## config.mk

```make
export PLATFORM = sky130hd
export DESIGN_NAME = tcp_rtt_rto_estimator_core
export DESIGN_NICKNAME = d
export VERILOG_FILES = /design/src/rtl/trre_pkg.sv /design/src/rtl/tcp_rtt_rto_estimator_core.sv /design/src/rtl/trre_sample.sv /design/src/rtl/trre_smooth.sv /design/src/rtl/trre_rto.sv
export SDC_FILE = /design/constraint.sdc
export NUM_CORES = 2
export LEC_CHECK = 0
export ABC_AREA = 0
export BUFFER_PORTS_ARGS = -buffer_cell sky130_fd_sc_hd__buf_2
export CORE_ASPECT_RATIO = 2
export CORE_MARGIN = 2
export CORE_UTILIZATION = 58
export CTS_CLUSTER_DIAMETER = 80
export CTS_CLUSTER_SIZE = 40
export DETAILED_ROUTE_END_ITERATION = 7
export GPL_ROUTABILITY_DRIVEN = 0
export HOLD_SLACK_MARGIN = 0.03
export PLACE_DENSITY = 0.74
export REMOVE_ABC_BUFFERS = 1
export SYNTH_ARGS = -nofsm -noshare
export SYNTH_HDL_FRONTEND = slang
export SYNTH_HIERARCHICAL = 1
export SYNTH_SLANG_ARGS = --single-unit
```

## constraint.sdc

```tcl
create_clock -name aclk -period 14.1 [get_ports aclk]
set_input_delay 0.705 -clock aclk [delete_from_list [all_inputs] [get_ports aclk]]
set_output_delay 0.705 -clock aclk [all_outputs]
set_load 0.01 [all_outputs]
```

## src/rtl/trre_pkg.sv

```systemverilog
// ----------------------------------------------------------------------------
// TCP RTT / RTO estimator package
// Shared types, register indexes and arithmetic constants of the estimator.
// ----------------------------------------------------------------------------
package trre_pkg;

    // Stream and configuration port widths
    localparam int unsigned S_TDATA_W  = 232;
    localparam int unsigned S_TUSER_W  = 2;
    localparam int unsigned M_TDATA_W  = 96;
    localparam int unsigned M_TUSER_W  = 1;
    localparam int unsigned CFG_IDX_W  = 2;
    localparam int unsigned CFG_DATA_W = 32;

    // Configuration register indexes
    typedef enum logic [CFG_IDX_W-1:0] {
        REG_TIMESTAMPS_ON = 2'd0,
        REG_RTO_MIN_MS    = 2'd1,
        REG_RTO_MAX_MS    = 2'd2
    } reg_idx_t;

    // Reset values
    localparam logic [31:0] RESET_RTO_MS     = 32'd1000;
    localparam logic [15:0] RESET_RTO_MIN_MS = 16'd1000;
    localparam logic [31:0] RESET_RTO_MAX_MS = 32'd60000;

    localparam logic [31:0] SAMPLE_MAX = 32'hFFFF_FFFF;

    // Microseconds to milliseconds: drop three bits (divide by 8), then divide
    // by 125 with a reciprocal that underestimates the quotient by at most one.
    localparam int unsigned MS_PRESHIFT    = 3;
    localparam int unsigned MS_RECIP_SHIFT = 38;
    localparam logic [31:0] MS_RECIP       = 32'd2199023255;
    localparam logic [31:0] MS_REM_DIV     = 32'd125;
    localparam int unsigned Q_W            = 64 - MS_RECIP_SHIFT;

    // One received segment
    typedef struct packed {
        logic        syn_flag;
        logic        ack_flag;
        logic [31:0] rtt_sample_us;
        logic        ack_acceptable;
        logic        retransmitting;
        logic        queue_empty;
        logic [31:0] head_end_seq;
        logic [31:0] ack_seq;
        logic [63:0] now_us;
        logic [63:0] head_sent_us;
    } seg_t;

    // Chosen RTT sample
    typedef struct packed {
        logic        have;
        logic [31:0] r;
    } sample_t;

    // Estimator values reported with one result
    typedef struct packed {
        logic        updated;
        logic [31:0] srtt;
        logic [31:0] rttvar;
    } est_t;

    // Estimator values with the raw timeout already divided by eight
    typedef struct packed {
        est_t        est;
        logic [31:0] x;
    } scaled_t;

endpackage

```

## src/rtl/tcp_rtt_rto_estimator_core.sv

```systemverilog
// ----------------------------------------------------------------------------
// TCP RTT / RTO estimator core
// Per-segment RTT sampling, SRTT/RTTVAR smoothing and clamped RTO in ms.
// ----------------------------------------------------------------------------
// Usage:
// Each segment received on one connection is presented as one transfer on the
// s_ channel; every accepted transfer produces exactly one transfer on the m_
// channel carrying the update flag and the current RTO, SRTT and RTTVAR.
// The cfg channel writes the timestamp mode and the RTO clamps; it is always
// ready and should only be used while no segment is in flight.
// An accepted transfer passes every pipeline register before it reaches m_.
// Throughput: one segment per cycle unless m_tready stalls, set by the
// SRTT/RTTVAR update, computed combinationally from the chosen sample.
// The seven pipeline registers hand items on independently, so a stalled
// m_ channel only backs up the pipeline; s_tready falls once every stage is
// holding an item and rises again as soon as m_tready lets the output move.
// Reset empties the pipeline, clears SRTT and RTTVAR, sets the RTO to 1000 ms
// and returns the registers to timestamps off, 1000 ms min and 60000 ms max.
// ----------------------------------------------------------------------------
module tcp_rtt_rto_estimator_core (
    input  logic                              aclk,
    input  logic                              aresetn,
    // syn_flag, ack_flag
    input  logic [trre_pkg::S_TUSER_W-1:0]    s_tuser,
    // rtt_sample_us, ack_acceptable, retransmitting, queue_empty,
    // head_end_seq, ack_seq, now_us, head_sent_us, zero padding
    input  logic [trre_pkg::S_TDATA_W-1:0]    s_tdata,
    input  logic                              s_tvalid,
    output logic                              s_tready,
    // updated
    output logic [trre_pkg::M_TUSER_W-1:0]    m_tuser,
    // rto_ms, srtt_us, rttvar_us
    output logic [trre_pkg::M_TDATA_W-1:0]    m_tdata,
    output logic                              m_tvalid,
    input  logic                              m_tready,
    input  logic                              cfg_valid,
    output logic                              cfg_ready,
    input  logic [trre_pkg::CFG_IDX_W-1:0]    cfg_index,
    input  logic [trre_pkg::CFG_DATA_W-1:0]   cfg_data
);
    import trre_pkg::*;

    logic        ts_on_reg;
    logic [15:0] rto_min_reg;
    logic [31:0] rto_max_reg;
    seg_t        in_seg;
    logic        smp_valid;
    logic        smp_ready;
    sample_t     smp;
    logic        scl_valid;
    logic        scl_ready;
    scaled_t     scl;
    est_t        out_est;
    logic [31:0] out_rto;

    assign cfg_ready = 1'b1;

    always_ff @(posedge aclk) begin
        if (!aresetn) begin
            ts_on_reg   <= 1'b0;
            rto_min_reg <= RESET_RTO_MIN_MS;
            rto_max_reg <= RESET_RTO_MAX_MS;
        end else if (cfg_valid) begin
            unique case (cfg_index)
                REG_TIMESTAMPS_ON: ts_on_reg   <= cfg_data[0];
                REG_RTO_MIN_MS:    rto_min_reg <= cfg_data[15:0];
                REG_RTO_MAX_MS:    rto_max_reg <= cfg_data[31:0];
                default: begin
                    // Writes to unknown indexes are dropped.
                end
            endcase
        end
    end

    always_comb begin
        in_seg.syn_flag       = s_tuser[0];
        in_seg.ack_flag       = s_tuser[1];
        in_seg.rtt_sample_us  = s_tdata[31:0];
        in_seg.ack_acceptable = s_tdata[32];
        in_seg.retransmitting = s_tdata[33];
        in_seg.queue_empty    = s_tdata[34];
        in_seg.head_end_seq   = s_tdata[66:35];
        in_seg.ack_seq        = s_tdata[98:67];
        in_seg.now_us         = s_tdata[162:99];
        in_seg.head_sent_us   = s_tdata[226:163];
    end

    trre_sample u_sample (
        .aclk      (aclk),
        .aresetn   (aresetn),
        .in_valid  (s_tvalid),
        .in_ready  (s_tready),
        .in_seg    (in_seg),
        .ts_on     (ts_on_reg),
        .out_valid (smp_valid),
        .out_ready (smp_ready),
        .out_smp   (smp)
    );

    trre_smooth u_smooth (
        .aclk      (aclk),
        .aresetn   (aresetn),
        .in_valid  (smp_valid),
        .in_ready  (smp_ready),
        .in_smp    (smp),
        .out_valid (scl_valid),
        .out_ready (scl_ready),
        .out_scl   (scl)
    );

    trre_rto u_rto (
        .aclk      (aclk),
        .aresetn   (aresetn),
        .in_valid  (scl_valid),
        .in_ready  (scl_ready),
        .in_scl    (scl),
        .rto_min   (rto_min_reg),
        .rto_max   (rto_max_reg),
        .out_valid (m_tvalid),
        .out_ready (m_tready),
        .out_est   (out_est),
        .out_rto   (out_rto)
    );

    assign m_tuser = out_est.updated;
    assign m_tdata = {out_est.rttvar, out_est.srtt, out_rto};

    // An empty output stage lets every earlier stage advance.
    assert property (@(posedge aclk) disable iff (!aresetn)
        !m_tvalid |-> s_tready)
        else $error("input stalled while the output stage is empty");

    // Every sample is at least one, so an update never leaves SRTT at zero.
    assert property (@(posedge aclk) disable iff (!aresetn)
        (m_tvalid && m_tuser[0]) |-> (m_tdata[63:32] != 32'd0))
        else $error("update reported with zero SRTT");

    // A result without an update reports the timeout left by earlier results.
    assert property (@(posedge aclk) disable iff (!aresetn)
        (m_tvalid && !m_tuser[0]) |-> (m_tdata[31:0] == $past(m_tdata[31:0])))
        else $error("timeout changed without an RTT update");

endmodule

```

## src/rtl/trre_sample.sv

```systemverilog
// ----------------------------------------------------------------------------
// TCP RTT / RTO estimator sample selection
// Input register and RTT sample choice under Karn's rule or timestamp mode.
// ----------------------------------------------------------------------------
module trre_sample (
    input  logic             aclk,
    input  logic             aresetn,
    input  logic             in_valid,
    output logic             in_ready,
    input  trre_pkg::seg_t   in_seg,
    input  logic             ts_on,
    output logic             out_valid,
    input  logic             out_ready,
    output trre_pkg::sample_t out_smp
);
    import trre_pkg::*;

    logic        a_valid_reg;
    seg_t        a_seg_reg;
    logic        b_valid_reg;
    sample_t     b_smp_reg;
    sample_t     b_smp_next;
    logic        a_ready;
    logic        b_ready;
    logic        pure_syn;
    logic [31:0] seq_diff;
    logic        own_ok;
    logic [64:0] elapsed;
    logic [31:0] measured;

    assign b_ready = !b_valid_reg || out_ready;
    assign a_ready = !a_valid_reg || b_ready;

    always_comb begin
        pure_syn = a_seg_reg.syn_flag && !a_seg_reg.ack_flag;
        // The ACK passes the head segment's end when the wrapped difference is negative.
        seq_diff = a_seg_reg.head_end_seq - a_seg_reg.ack_seq;
        own_ok   = a_seg_reg.ack_acceptable && !a_seg_reg.retransmitting &&
                   !a_seg_reg.queue_empty && seq_diff[31];
        elapsed  = {1'b0, a_seg_reg.now_us} - {1'b0, a_seg_reg.head_sent_us};
        if (elapsed[64] || (elapsed[63:0] == 64'd0)) begin
            measured = 32'd1;
        end else if (|elapsed[63:32]) begin
            measured = SAMPLE_MAX;
        end else begin
            measured = elapsed[31:0];
        end

        b_smp_next.have = 1'b0;
        b_smp_next.r    = measured;
        if (!pure_syn) begin
            if (ts_on) begin
                b_smp_next.have = |a_seg_reg.rtt_sample_us;
                b_smp_next.r    = a_seg_reg.rtt_sample_us;
            end else begin
                b_smp_next.have = own_ok;
            end
        end
    end

    always_ff @(posedge aclk) begin
        if (!aresetn) begin
            a_valid_reg <= 1'b0;
            b_valid_reg <= 1'b0;
        end else begin
            if (a_ready) begin
                a_valid_reg <= in_valid;
            end
            if (b_ready) begin
                b_valid_reg <= a_valid_reg;
            end
        end
    end

    always_ff @(posedge aclk) begin
        if (a_ready && in_valid) begin
            a_seg_reg <= in_seg;
        end
        if (b_ready && a_valid_reg) begin
            b_smp_reg <= b_smp_next;
        end
    end

    assign in_ready  = a_ready;
    assign out_valid = b_valid_reg;
    assign out_smp   = b_smp_reg;

endmodule

```

## src/rtl/trre_smooth.sv

```systemverilog
// ----------------------------------------------------------------------------
// TCP RTT / RTO estimator smoothing
// Holds SRTT and RTTVAR, applies one sample per cycle unless the output stalls, and forms the raw timeout.
// ----------------------------------------------------------------------------
module trre_smooth (
    input  logic              aclk,
    input  logic              aresetn,
    input  logic              in_valid,
    output logic              in_ready,
    input  trre_pkg::sample_t in_smp,
    output logic              out_valid,
    input  logic              out_ready,
    output trre_pkg::scaled_t out_scl
);
    import trre_pkg::*;

    logic [31:0] srtt_reg;
    logic [31:0] srtt_next;
    logic [31:0] rttvar_reg;
    logic [31:0] rttvar_next;
    logic        c_valid_reg;
    est_t        c_est_reg;
    est_t        c_est_next;
    logic        c_first_reg;
    logic        d_valid_reg;
    scaled_t     d_scl_reg;
    scaled_t     d_scl_next;
    logic        c_ready;
    logic        d_ready;
    logic        first;
    logic [31:0] abs_diff;
    logic [33:0] var_sum;
    logic [34:0] srtt_sum;
    logic [34:0] var_term;
    logic [34:0] raw;

    assign d_ready = !d_valid_reg || out_ready;
    assign c_ready = !c_valid_reg || d_ready;

    // Sample update: both new values come from the old SRTT and RTTVAR.
    always_comb begin
        first    = (srtt_reg == 32'd0);
        abs_diff = (srtt_reg > in_smp.r) ? (srtt_reg - in_smp.r) : (in_smp.r - srtt_reg);
        var_sum  = {2'b00, rttvar_reg} + {1'b0, rttvar_reg, 1'b0} + {2'b00, abs_diff};
        srtt_sum = {srtt_reg, 3'b000} - {3'b000, srtt_reg} + {3'b000, in_smp.r};
        if (first) begin
            srtt_next   = in_smp.r;
            rttvar_next = {1'b0, in_smp.r[31:1]};
        end else begin
            srtt_next   = srtt_sum[34:3];
            rttvar_next = var_sum[33:2];
        end

        c_est_next.updated = in_smp.have;
        c_est_next.srtt    = in_smp.have ? srtt_next : srtt_reg;
        c_est_next.rttvar  = in_smp.have ? rttvar_next : rttvar_reg;
    end

    // Raw timeout: three samples on the first measurement, else SRTT plus 4 RTTVAR (plus one when RTTVAR is zero).
    always_comb begin
        var_term = (c_est_reg.rttvar == 32'd0) ? 35'd1 : {1'b0, c_est_reg.rttvar, 2'b00};
        if (c_first_reg) begin
            raw = {3'b000, c_est_reg.srtt} + {2'b00, c_est_reg.srtt, 1'b0};
        end else begin
            raw = {3'b000, c_est_reg.srtt} + var_term;
        end
        d_scl_next.est = c_est_reg;
        d_scl_next.x   = raw[34:MS_PRESHIFT];
    end

    always_ff @(posedge aclk) begin
        if (!aresetn) begin
            srtt_reg    <= 32'd0;
            rttvar_reg  <= 32'd0;
            c_valid_reg <= 1'b0;
            d_valid_reg <= 1'b0;
        end else begin
            if (c_ready && in_valid && in_smp.have) begin
                srtt_reg   <= srtt_next;
                rttvar_reg <= rttvar_next;
            end
            if (c_ready) begin
                c_valid_reg <= in_valid;
            end
            if (d_ready) begin
                d_valid_reg <= c_valid_reg;
            end
        end
    end

    always_ff @(posedge aclk) begin
        if (c_ready && in_valid) begin
            c_est_reg   <= c_est_next;
            c_first_reg <= in_smp.have && first;
        end
        if (d_ready && c_valid_reg) begin
            d_scl_reg <= d_scl_next;
        end
    end

    assign in_ready  = c_ready;
    assign out_valid = d_valid_reg;
    assign out_scl   = d_scl_reg;

endmodule

```

## src/rtl/trre_rto.sv

```systemverilog
// ----------------------------------------------------------------------------
// TCP RTT / RTO estimator timeout conversion
// Converts the raw timeout to milliseconds, clamps it and holds the result.
// ----------------------------------------------------------------------------
module trre_rto (
    input  logic              aclk,
    input  logic              aresetn,
    input  logic              in_valid,
    output logic              in_ready,
    input  trre_pkg::scaled_t in_scl,
    input  logic [15:0]       rto_min,
    input  logic [31:0]       rto_max,
    output logic              out_valid,
    input  logic              out_ready,
    output trre_pkg::est_t    out_est,
    output logic [31:0]       out_rto
);
    import trre_pkg::*;

    logic               e_valid_reg;
    est_t               e_est_reg;
    logic [31:0]        e_x_reg;
    logic [Q_W-1:0]     e_q_reg;
    logic [Q_W-1:0]     e_q_next;
    logic               f_valid_reg;
    est_t               f_est_reg;
    logic [Q_W-1:0]     f_ms_reg;
    logic [Q_W-1:0]     f_ms_next;
    logic               g_valid_reg;
    est_t               g_est_reg;
    logic [31:0]        timeout_reg;
    logic [31:0]        timeout_next;
    logic               e_ready;
    logic               f_ready;
    logic               g_ready;
    logic [63:0]        prod;
    logic [31:0]        q_scaled;
    logic [31:0]        rem;
    logic [31:0]        ms_ext;
    logic [31:0]        min_ext;
    logic [31:0]        lo;
    logic [31:0]        clamped;

    assign g_ready = !g_valid_reg || out_ready;
    assign f_ready = !f_valid_reg || g_ready;
    assign e_ready = !e_valid_reg || f_ready;

    always_comb begin
        prod     = {32'd0, in_scl.x} * {32'd0, MS_RECIP};
        e_q_next = prod[63:MS_RECIP_SHIFT];
    end

    // The estimated quotient is low by at most one; one compare corrects it.
    always_comb begin
        q_scaled  = {{(32-Q_W){1'b0}}, e_q_reg} * MS_REM_DIV;
        rem       = e_x_reg - q_scaled;
        f_ms_next = e_q_reg + {{(Q_W-1){1'b0}}, (rem >= MS_REM_DIV)};
    end

    always_comb begin
        ms_ext  = {{(32-Q_W){1'b0}}, f_ms_reg};
        min_ext = {16'd0, rto_min};
        lo      = (ms_ext < min_ext) ? min_ext : ms_ext;
        clamped = (lo > rto_max) ? rto_max : lo;
        timeout_next = f_est_reg.updated ? clamped : timeout_reg;
    end

    always_ff @(posedge aclk) begin
        if (!aresetn) begin
            e_valid_reg <= 1'b0;
            f_valid_reg <= 1'b0;
            g_valid_reg <= 1'b0;
            timeout_reg <= RESET_RTO_MS;
        end else begin
            if (e_ready) begin
                e_valid_reg <= in_valid;
            end
            if (f_ready) begin
                f_valid_reg <= e_valid_reg;
            end
            if (g_ready) begin
                g_valid_reg <= f_valid_reg;
            end
            if (g_ready && f_valid_reg) begin
                timeout_reg <= timeout_next;
            end
        end
    end

    always_ff @(posedge aclk) begin
        if (e_ready && in_valid) begin
            e_est_reg <= in_scl.est;
            e_x_reg   <= in_scl.x;
            e_q_reg   <= e_q_next;
        end
        if (f_ready && e_valid_reg) begin
            f_est_reg <= e_est_reg;
            f_ms_reg  <= f_ms_next;
        end
        if (g_ready && f_valid_reg) begin
            g_est_reg <= f_est_reg;
        end
    end

    assign in_ready  = e_ready;
    assign out_valid = g_valid_reg;
    assign out_est   = g_est_reg;
    assign out_rto   = timeout_reg;

endmodule
```

# Word level (Yosys, flattened, before mapping)
# Index checks and enable logic that the tools add are counted.
# word_totals
regBits	856
wordCells	120
input_bits	273
out_inout_bits	100
# classes
addsub	12
n_mux	14
n_lt_le_gt_ge	4
reduce_logical	41
mul	2
eq_ne	2
# ops
cell	count
$mux 32	10
$sub 32x32->32	4
$add 32x33->34	2
$sub 64x64->65	1
$gt 32x32->1	2
$logic_not 32->1	2
$logic_not 64->1	1
$mul 32x32->64 const B	1
$reduce_or 32->1	2
$add 32x35->35	1
$add 35x32->35	1
$mux 35	1
$sub 35x32->35	1
$add 34x32->34	1
$mux 34	1
$ge 32x7->1 const B	1
$mul 26x7->32 const B	1
$add 26x1->26	1
$lt 26x16->1	1
$mux 26	1
$logic_and 1x1->1	13
$logic_not 1->1	10
$logic_or 1x1->1	8
$reduce_and 2->1	4
4 further kinds	4

# Longest topological paths before layout
# logic_depth
depth_word	9
ltp_mapped	29
ltp_nobuf	29

# Cells and area by module
# Netlist, hierarchy kept.
# by_module_without_submodules
module	area_per_inst_um2	seq_area_each_um2	cells_per_inst	instances
trre_rto	33858.7	9078.7	3023	1
trre_smooth	19541.2	6216.0	2213	1
trre_sample	14408.8	7907.6	1286	1
tcp_rtt_rto_estimator_core	2008.2	980.9	209	1

# Least setup slack after synthesis
# Ideal clock, no wire load.
# synth_timing
path_kind	input port to flip-flop
from	input port m_tready
to	register u_rto/f_est_reg[0] (netlist name) (enable)
stages	2
setup_time_ns	0.680
arrival_time_ns	7.385
path_buffers	0
t_required_ns	13.420
path_slack_ns	6.035
path_cell_list	nor2b_1 > a21boi_0
# synth_via
elab_chain_len	3
# synth_rtl
item	line_no	rtl
start: declaration	tcp_rtt_rto_estimator_core.sv:35	input logic m_tready,
$logic_or 1x1->1	trre_rto.sv:44	assign g_ready = !g_valid_reg || out_ready;
$logic_or 1x1->1	trre_rto.sv:45	assign f_ready = !f_valid_reg || g_ready;
$logic_and 1x1->1	trre_rto.sv:96	if (f_ready && e_valid_reg) begin
end signal: assignment	trre_rto.sv:97	f_est_reg <= e_est_reg;
end: declaration	trre_rto.sv:26	est_t f_est_reg;
# Every way passes these cells.
# A chain may end at the register's enable or synchronous reset.

# Worst setup path in the final report
# layout_timing
from	register u_rto.e_q_reg[4]
to	register u_rto.f_ms_reg[24] (data pin)
# layout_via
elab_chain_len	4
# layout_rtl
item	line_no	rtl
start: declaration	trre_rto.sv:23	logic [Q_W-1:0] e_q_reg;
start signal: assignment	trre_rto.sv:94	e_q_reg <= e_q_next;
$mul 26x7->32	trre_rto.sv:55	q_scaled = {{(32-Q_W){1'b0}}, e_q_reg} * MS_REM_DIV;
$sub 32x32->32	trre_rto.sv:56	rem = e_x_reg - q_scaled;
$ge 32x7->1	trre_rto.sv:57	f_ms_next = e_q_reg + {{(Q_W-1){1'b0}}, (rem >= MS_REM_DIV)};
$add 26x1->26 *	trre_rto.sv:57	
net u_rto.f_ms_next[24]	trre_rto.sv:28	logic [Q_W-1:0] f_ms_next;
end signal: assignment	trre_rto.sv:98	f_ms_reg <= f_ms_next;
end: declaration	trre_rto.sv:27	logic [Q_W-1:0] f_ms_reg;
# Mark *: on every way through the listed nets, which the timed path passes. The rest lies on a longest branch.

==> run_results.csv <==
group,metric,value,unit
run_status,run_status,"finished, final reports clean",
worst_setup_path,crit_buf_inv,3,
power_and_ir_drop,combPwrFrac,63.7,%
cts,cts.sink_count,856,
timing,fin_skew,0.05424,ns
worst_setup_path,crit_arrival,9.11,ns
route,post-route-drc-count,0,
grt,grtUsageTotal,28.00,%
finish,drive_gt1_share,8.046,%
finish,register_area,24180,um^2
cts,clock_latency,0.74,ns
min_path,min_path_type,"input pin to flop",
synth,synthTopCellsByArea,"edfxtp_1 30%, fa_1 16%, ha_1 15%, inv_1 6.8%, dfxtp_1 4.4%",
place,place_hpwl,140100,um
worst_setup_path,max_stage_delay,0.54,ns
timing,setup_tns,0,ns
synth,syn_area,69820,um^2
worst_setup_path,cp_slowest_cell,"edfxtp_1",
synth,synth-main-ff-cell,"edfxtp_1",
power_and_ir_drop,p_switching,5.384,mW
power_and_ir_drop,p_leak,34.00,nW
finish,largest_reg_flops,229,
finish,multi_input_area,39950,um^2
floorplan,pin_count,373,
synth,synth_top_cell_by_area,"edfxtp_1",
route,viasPerCell,5.775,
worst_setup_path,crit_top_cell,"fa_1",
finish,final_util,61.85,%
route,wl_per_cell,20.32,um
synth,ys_warn_count,6,
synth,synth_edf_count,704,
worst_setup_path,crit_type,"flop to flop",
place,post_dp_cell_area,72970,um^2
timing,hold_viol_final,0,
cts,tritoncts,"yes",
cts,htree_levels,1,
synth,synth_top_family_by_area,"adder cells",
floorplan,fp.dieArea,123300,um^2
synth,yosysUniqueCellTypes,116,
grt,first_global_vias,48900,
synth,ys_async_sr_fraction,0,%
synth,synth_seq_area_share,34.64,%
worst_setup_path,required,14.56,ns
flow_run,cap_viol_max_count,0,
cts,cts_hold_buf,0,
synth,syn_area_per_cell,10.37,um^2
synth,yosys.area.top_type_share,30.28,%
grt,antenna_found_initial,4,
synth,synth_compound_area_share,13.31,%
floorplan,num_rows,180,
floorplan,initial_utilization,58.27,%
timing,slew_headroom,25.92,%
cts,clk_path_buf_depth,3,
finish,final_cell_area,74100,um^2
grt,grt_pass1_wl,269300,um
power_and_ir_drop,clkPwrFrac,10.8,%
route,drt_iter0_markers,3739,
route,drt-total-wl,173200,um
synth,synth_xor_area_share,2.760,%
synth,syn_inst,6731,
power_and_ir_drop,vdd.ir_drop.worst,255.4,uV
worst_setup_path,crit_fanout,6,
floorplan,core_area,119800,um^2
timing,max_freq,115.7,MHz
cts,cts_made_buffers,30,
worst_setup_path,worstSetupStartpoint,"u_rto/e_q_reg[4]$_DFFE_PP_",
power_and_ir_drop,sw_frac_of_total,45.88,%
floorplan,die_x,249.3,um
timing,slew_viol_final,0,
synth,yosys.area_share.adder,30.80,%
grt,overflow,0,
power_and_ir_drop,p_int,6.350,mW
cts,cts_resized,0,
worst_setup_path,path_delay_family,"adder cells",
worst_setup_path,critPathCaptureType,"flop",
grt,grt_max_degree,161,
cts,cts_setup_buffers,0,
floorplan,dieHeight,494.7,um
synth,ys_seq_elements,856,
worst_setup_path,worstSetupStartpointType,"flop",
finish,fin_cells,8521,
finish,num-nets-final,8612,
timing,min_period_over_period,61.32,%
timing,worst_pin_slew,1.111,ns
power_and_ir_drop,pwr_density_cell,158.4,nW/um^2
timing,finalSetupViolCount,0,
min_path,worstHoldStart,"s_tdata[7]",
route,vias,49210,
synth,synthSimpleGateAreaFrac,8.744,%
finish,n_fill_cell,9841,
timing,period_needed,8.646,ns
finish,area_growth_syn_to_layout,6.136,%
timing,rsz0062_at_grt,"false",
place,place_inst,8463,
cts,ctsRootBufferMaster,"clkbuf_16",
power_and_ir_drop,p_seq_share,25.6,%
place,io_buffers,366,
route,antenna_left,0,
route,dr.pass1.iters,8,
synth,muxShareOfSynthArea,1.518,%
cts,path_clk_slew,0.14,ns
worst_setup_path,r2r_start,"u_rto/e_q_reg[4]$_DFFE_PP_",
==> power groups by stage <==
stage	combinational (mW)	clock, mW	sequential (mW)
after detailed placement	7.32	0	3.06
after CTS	7.38	1.29	3.00
after global routing	8.40	1.36	3.01
final	7.47	1.26	3.00
after global placement	7.20	0	3.05
after floorplan	5.56	0	3.03
==> worst register-to-register path, stage by stage (launching register included) <==
cell,delay (ns)
edfxtp_1,0.54
inv_1,0.33
fa_1,0.50
fa_1,0.49
fa_1,0.54
inv_1,0.05
fa_1,0.52
inv_1,0.04
ha_1,0.36
a211oi_1,0.42
o2111ai_1,0.16
nor3_1,0.39
o31ai_1,0.26
o21ai_1,0.39
nand2_1,0.19
a2111oi_0,0.49
xnor2_1,0.11
a31oi_1,0.20
or4_1,0.25
ha_1,0.24
ha_1,0.25
nand4_1,0.19
nor2_1,0.32
nand4_1,0.22
nor2_1,0.32
nand4_1,0.17
xnor2_1,0.47
==> worst paths after layout <==
check        depth (start not counted)                           endpoint  slack [ns]
max                                 26       u_rto/f_ms_reg[24]$_DFFE_PP_        5.45
min reg2reg                          0        u_rto/out_est[47]$_DFFE_PP_        0.41
max reg2reg                         26       u_rto/f_ms_reg[24]$_DFFE_PP_        5.45
min                                  1  u_sample/a_seg_reg[202]$_DFFE_PP_        0.12
==> layout make-up <==
type,instances,share of cell area (%)
antenna,2,0.006754
clock buffer,43,1.106
tap,1547,2.612
multi-input combinational,4388,53.91
inverter,1265,6.408
timing repair buffer,407,2.908
clock inverter,13,0.4120
sequential,856,32.64
==> placed cells by master, fill, tap and decap left out, types with 152 or more instances in the layout <==
master	Yosys	routed
inv_1	1264	1264
o21ai_0	260	260
fa_1	546	546
nor2_1	314	313
a21o_1	179	179
nand2_1	366	366
edfxtp_1	704	704
buf_2	37	365
dfxtp_1	152	152
a21oi_1	451	451
ha_1	845	845
==> layer usage <==
metal,GRT usage (%),vias up,share of wire [%],wire length [um]
li1,-,23450,-,-
met4,15.54,0,6.7,11680
met3,2.771,422,5.8,10050
met5,0,-,0,0
met2,46.82,1877,47,81480
met1,35.91,23460,40,69980
==> through the flow <==
stage	power [mW]	hold WS, ns	setup slack, ns
after global routing	12.76	0.1016	4.817
final	11.73	0.1240	5.454
after global placement	10.25	0.4007	5.531
after floorplan	8.594	0.4003	6.035
after CTS	11.67	0.08840	5.417
after detailed placement	10.37	0.4045	5.429
==> synth_stat cells, drive strengths merged, types with 11 or more instances <==
cell,count
dfxtp,152
edfxtp,704
xnor2,130
o21ai,274
ha,845
nand2b,42
buf,63
nor2,316
a21o,180
a211oi,59
nor3,84
or2,14
or3,31
o31a,11
a2111oi,16
o221ai,14
o21a,58
a41o,16
o21bai,62
and4,15
mux2,28
fa,546
inv,1265
nor2b,48
o211ai,38
nand4,83
or4,15
nand2,368
a211o,16
and3,41
o41ai,16
mux2i,74
clkbuf,159
a21boi,22
nand3,91
and2,22
nor4,43
o31ai,23
xor2,90
a221oi,17
a21oi,454
a31oi,55
==> cell families (layout without fill, tap and decap cells) <==
family / count (synthesis) / count (layout)
xor gates and xnor gates: 220 / 220
muxes: 102 / 102
DFF: 856 / 856
AOI/OAI and AO/OA: 1425 / 1425
buffers and inverters: 1487 / 1728
adders and majority gates: 1391 / 1391
and+or+nand+nor: 1249 / 1249
other: 1 / 3
No activity file was read; power rests on OpenSTA's default activity.
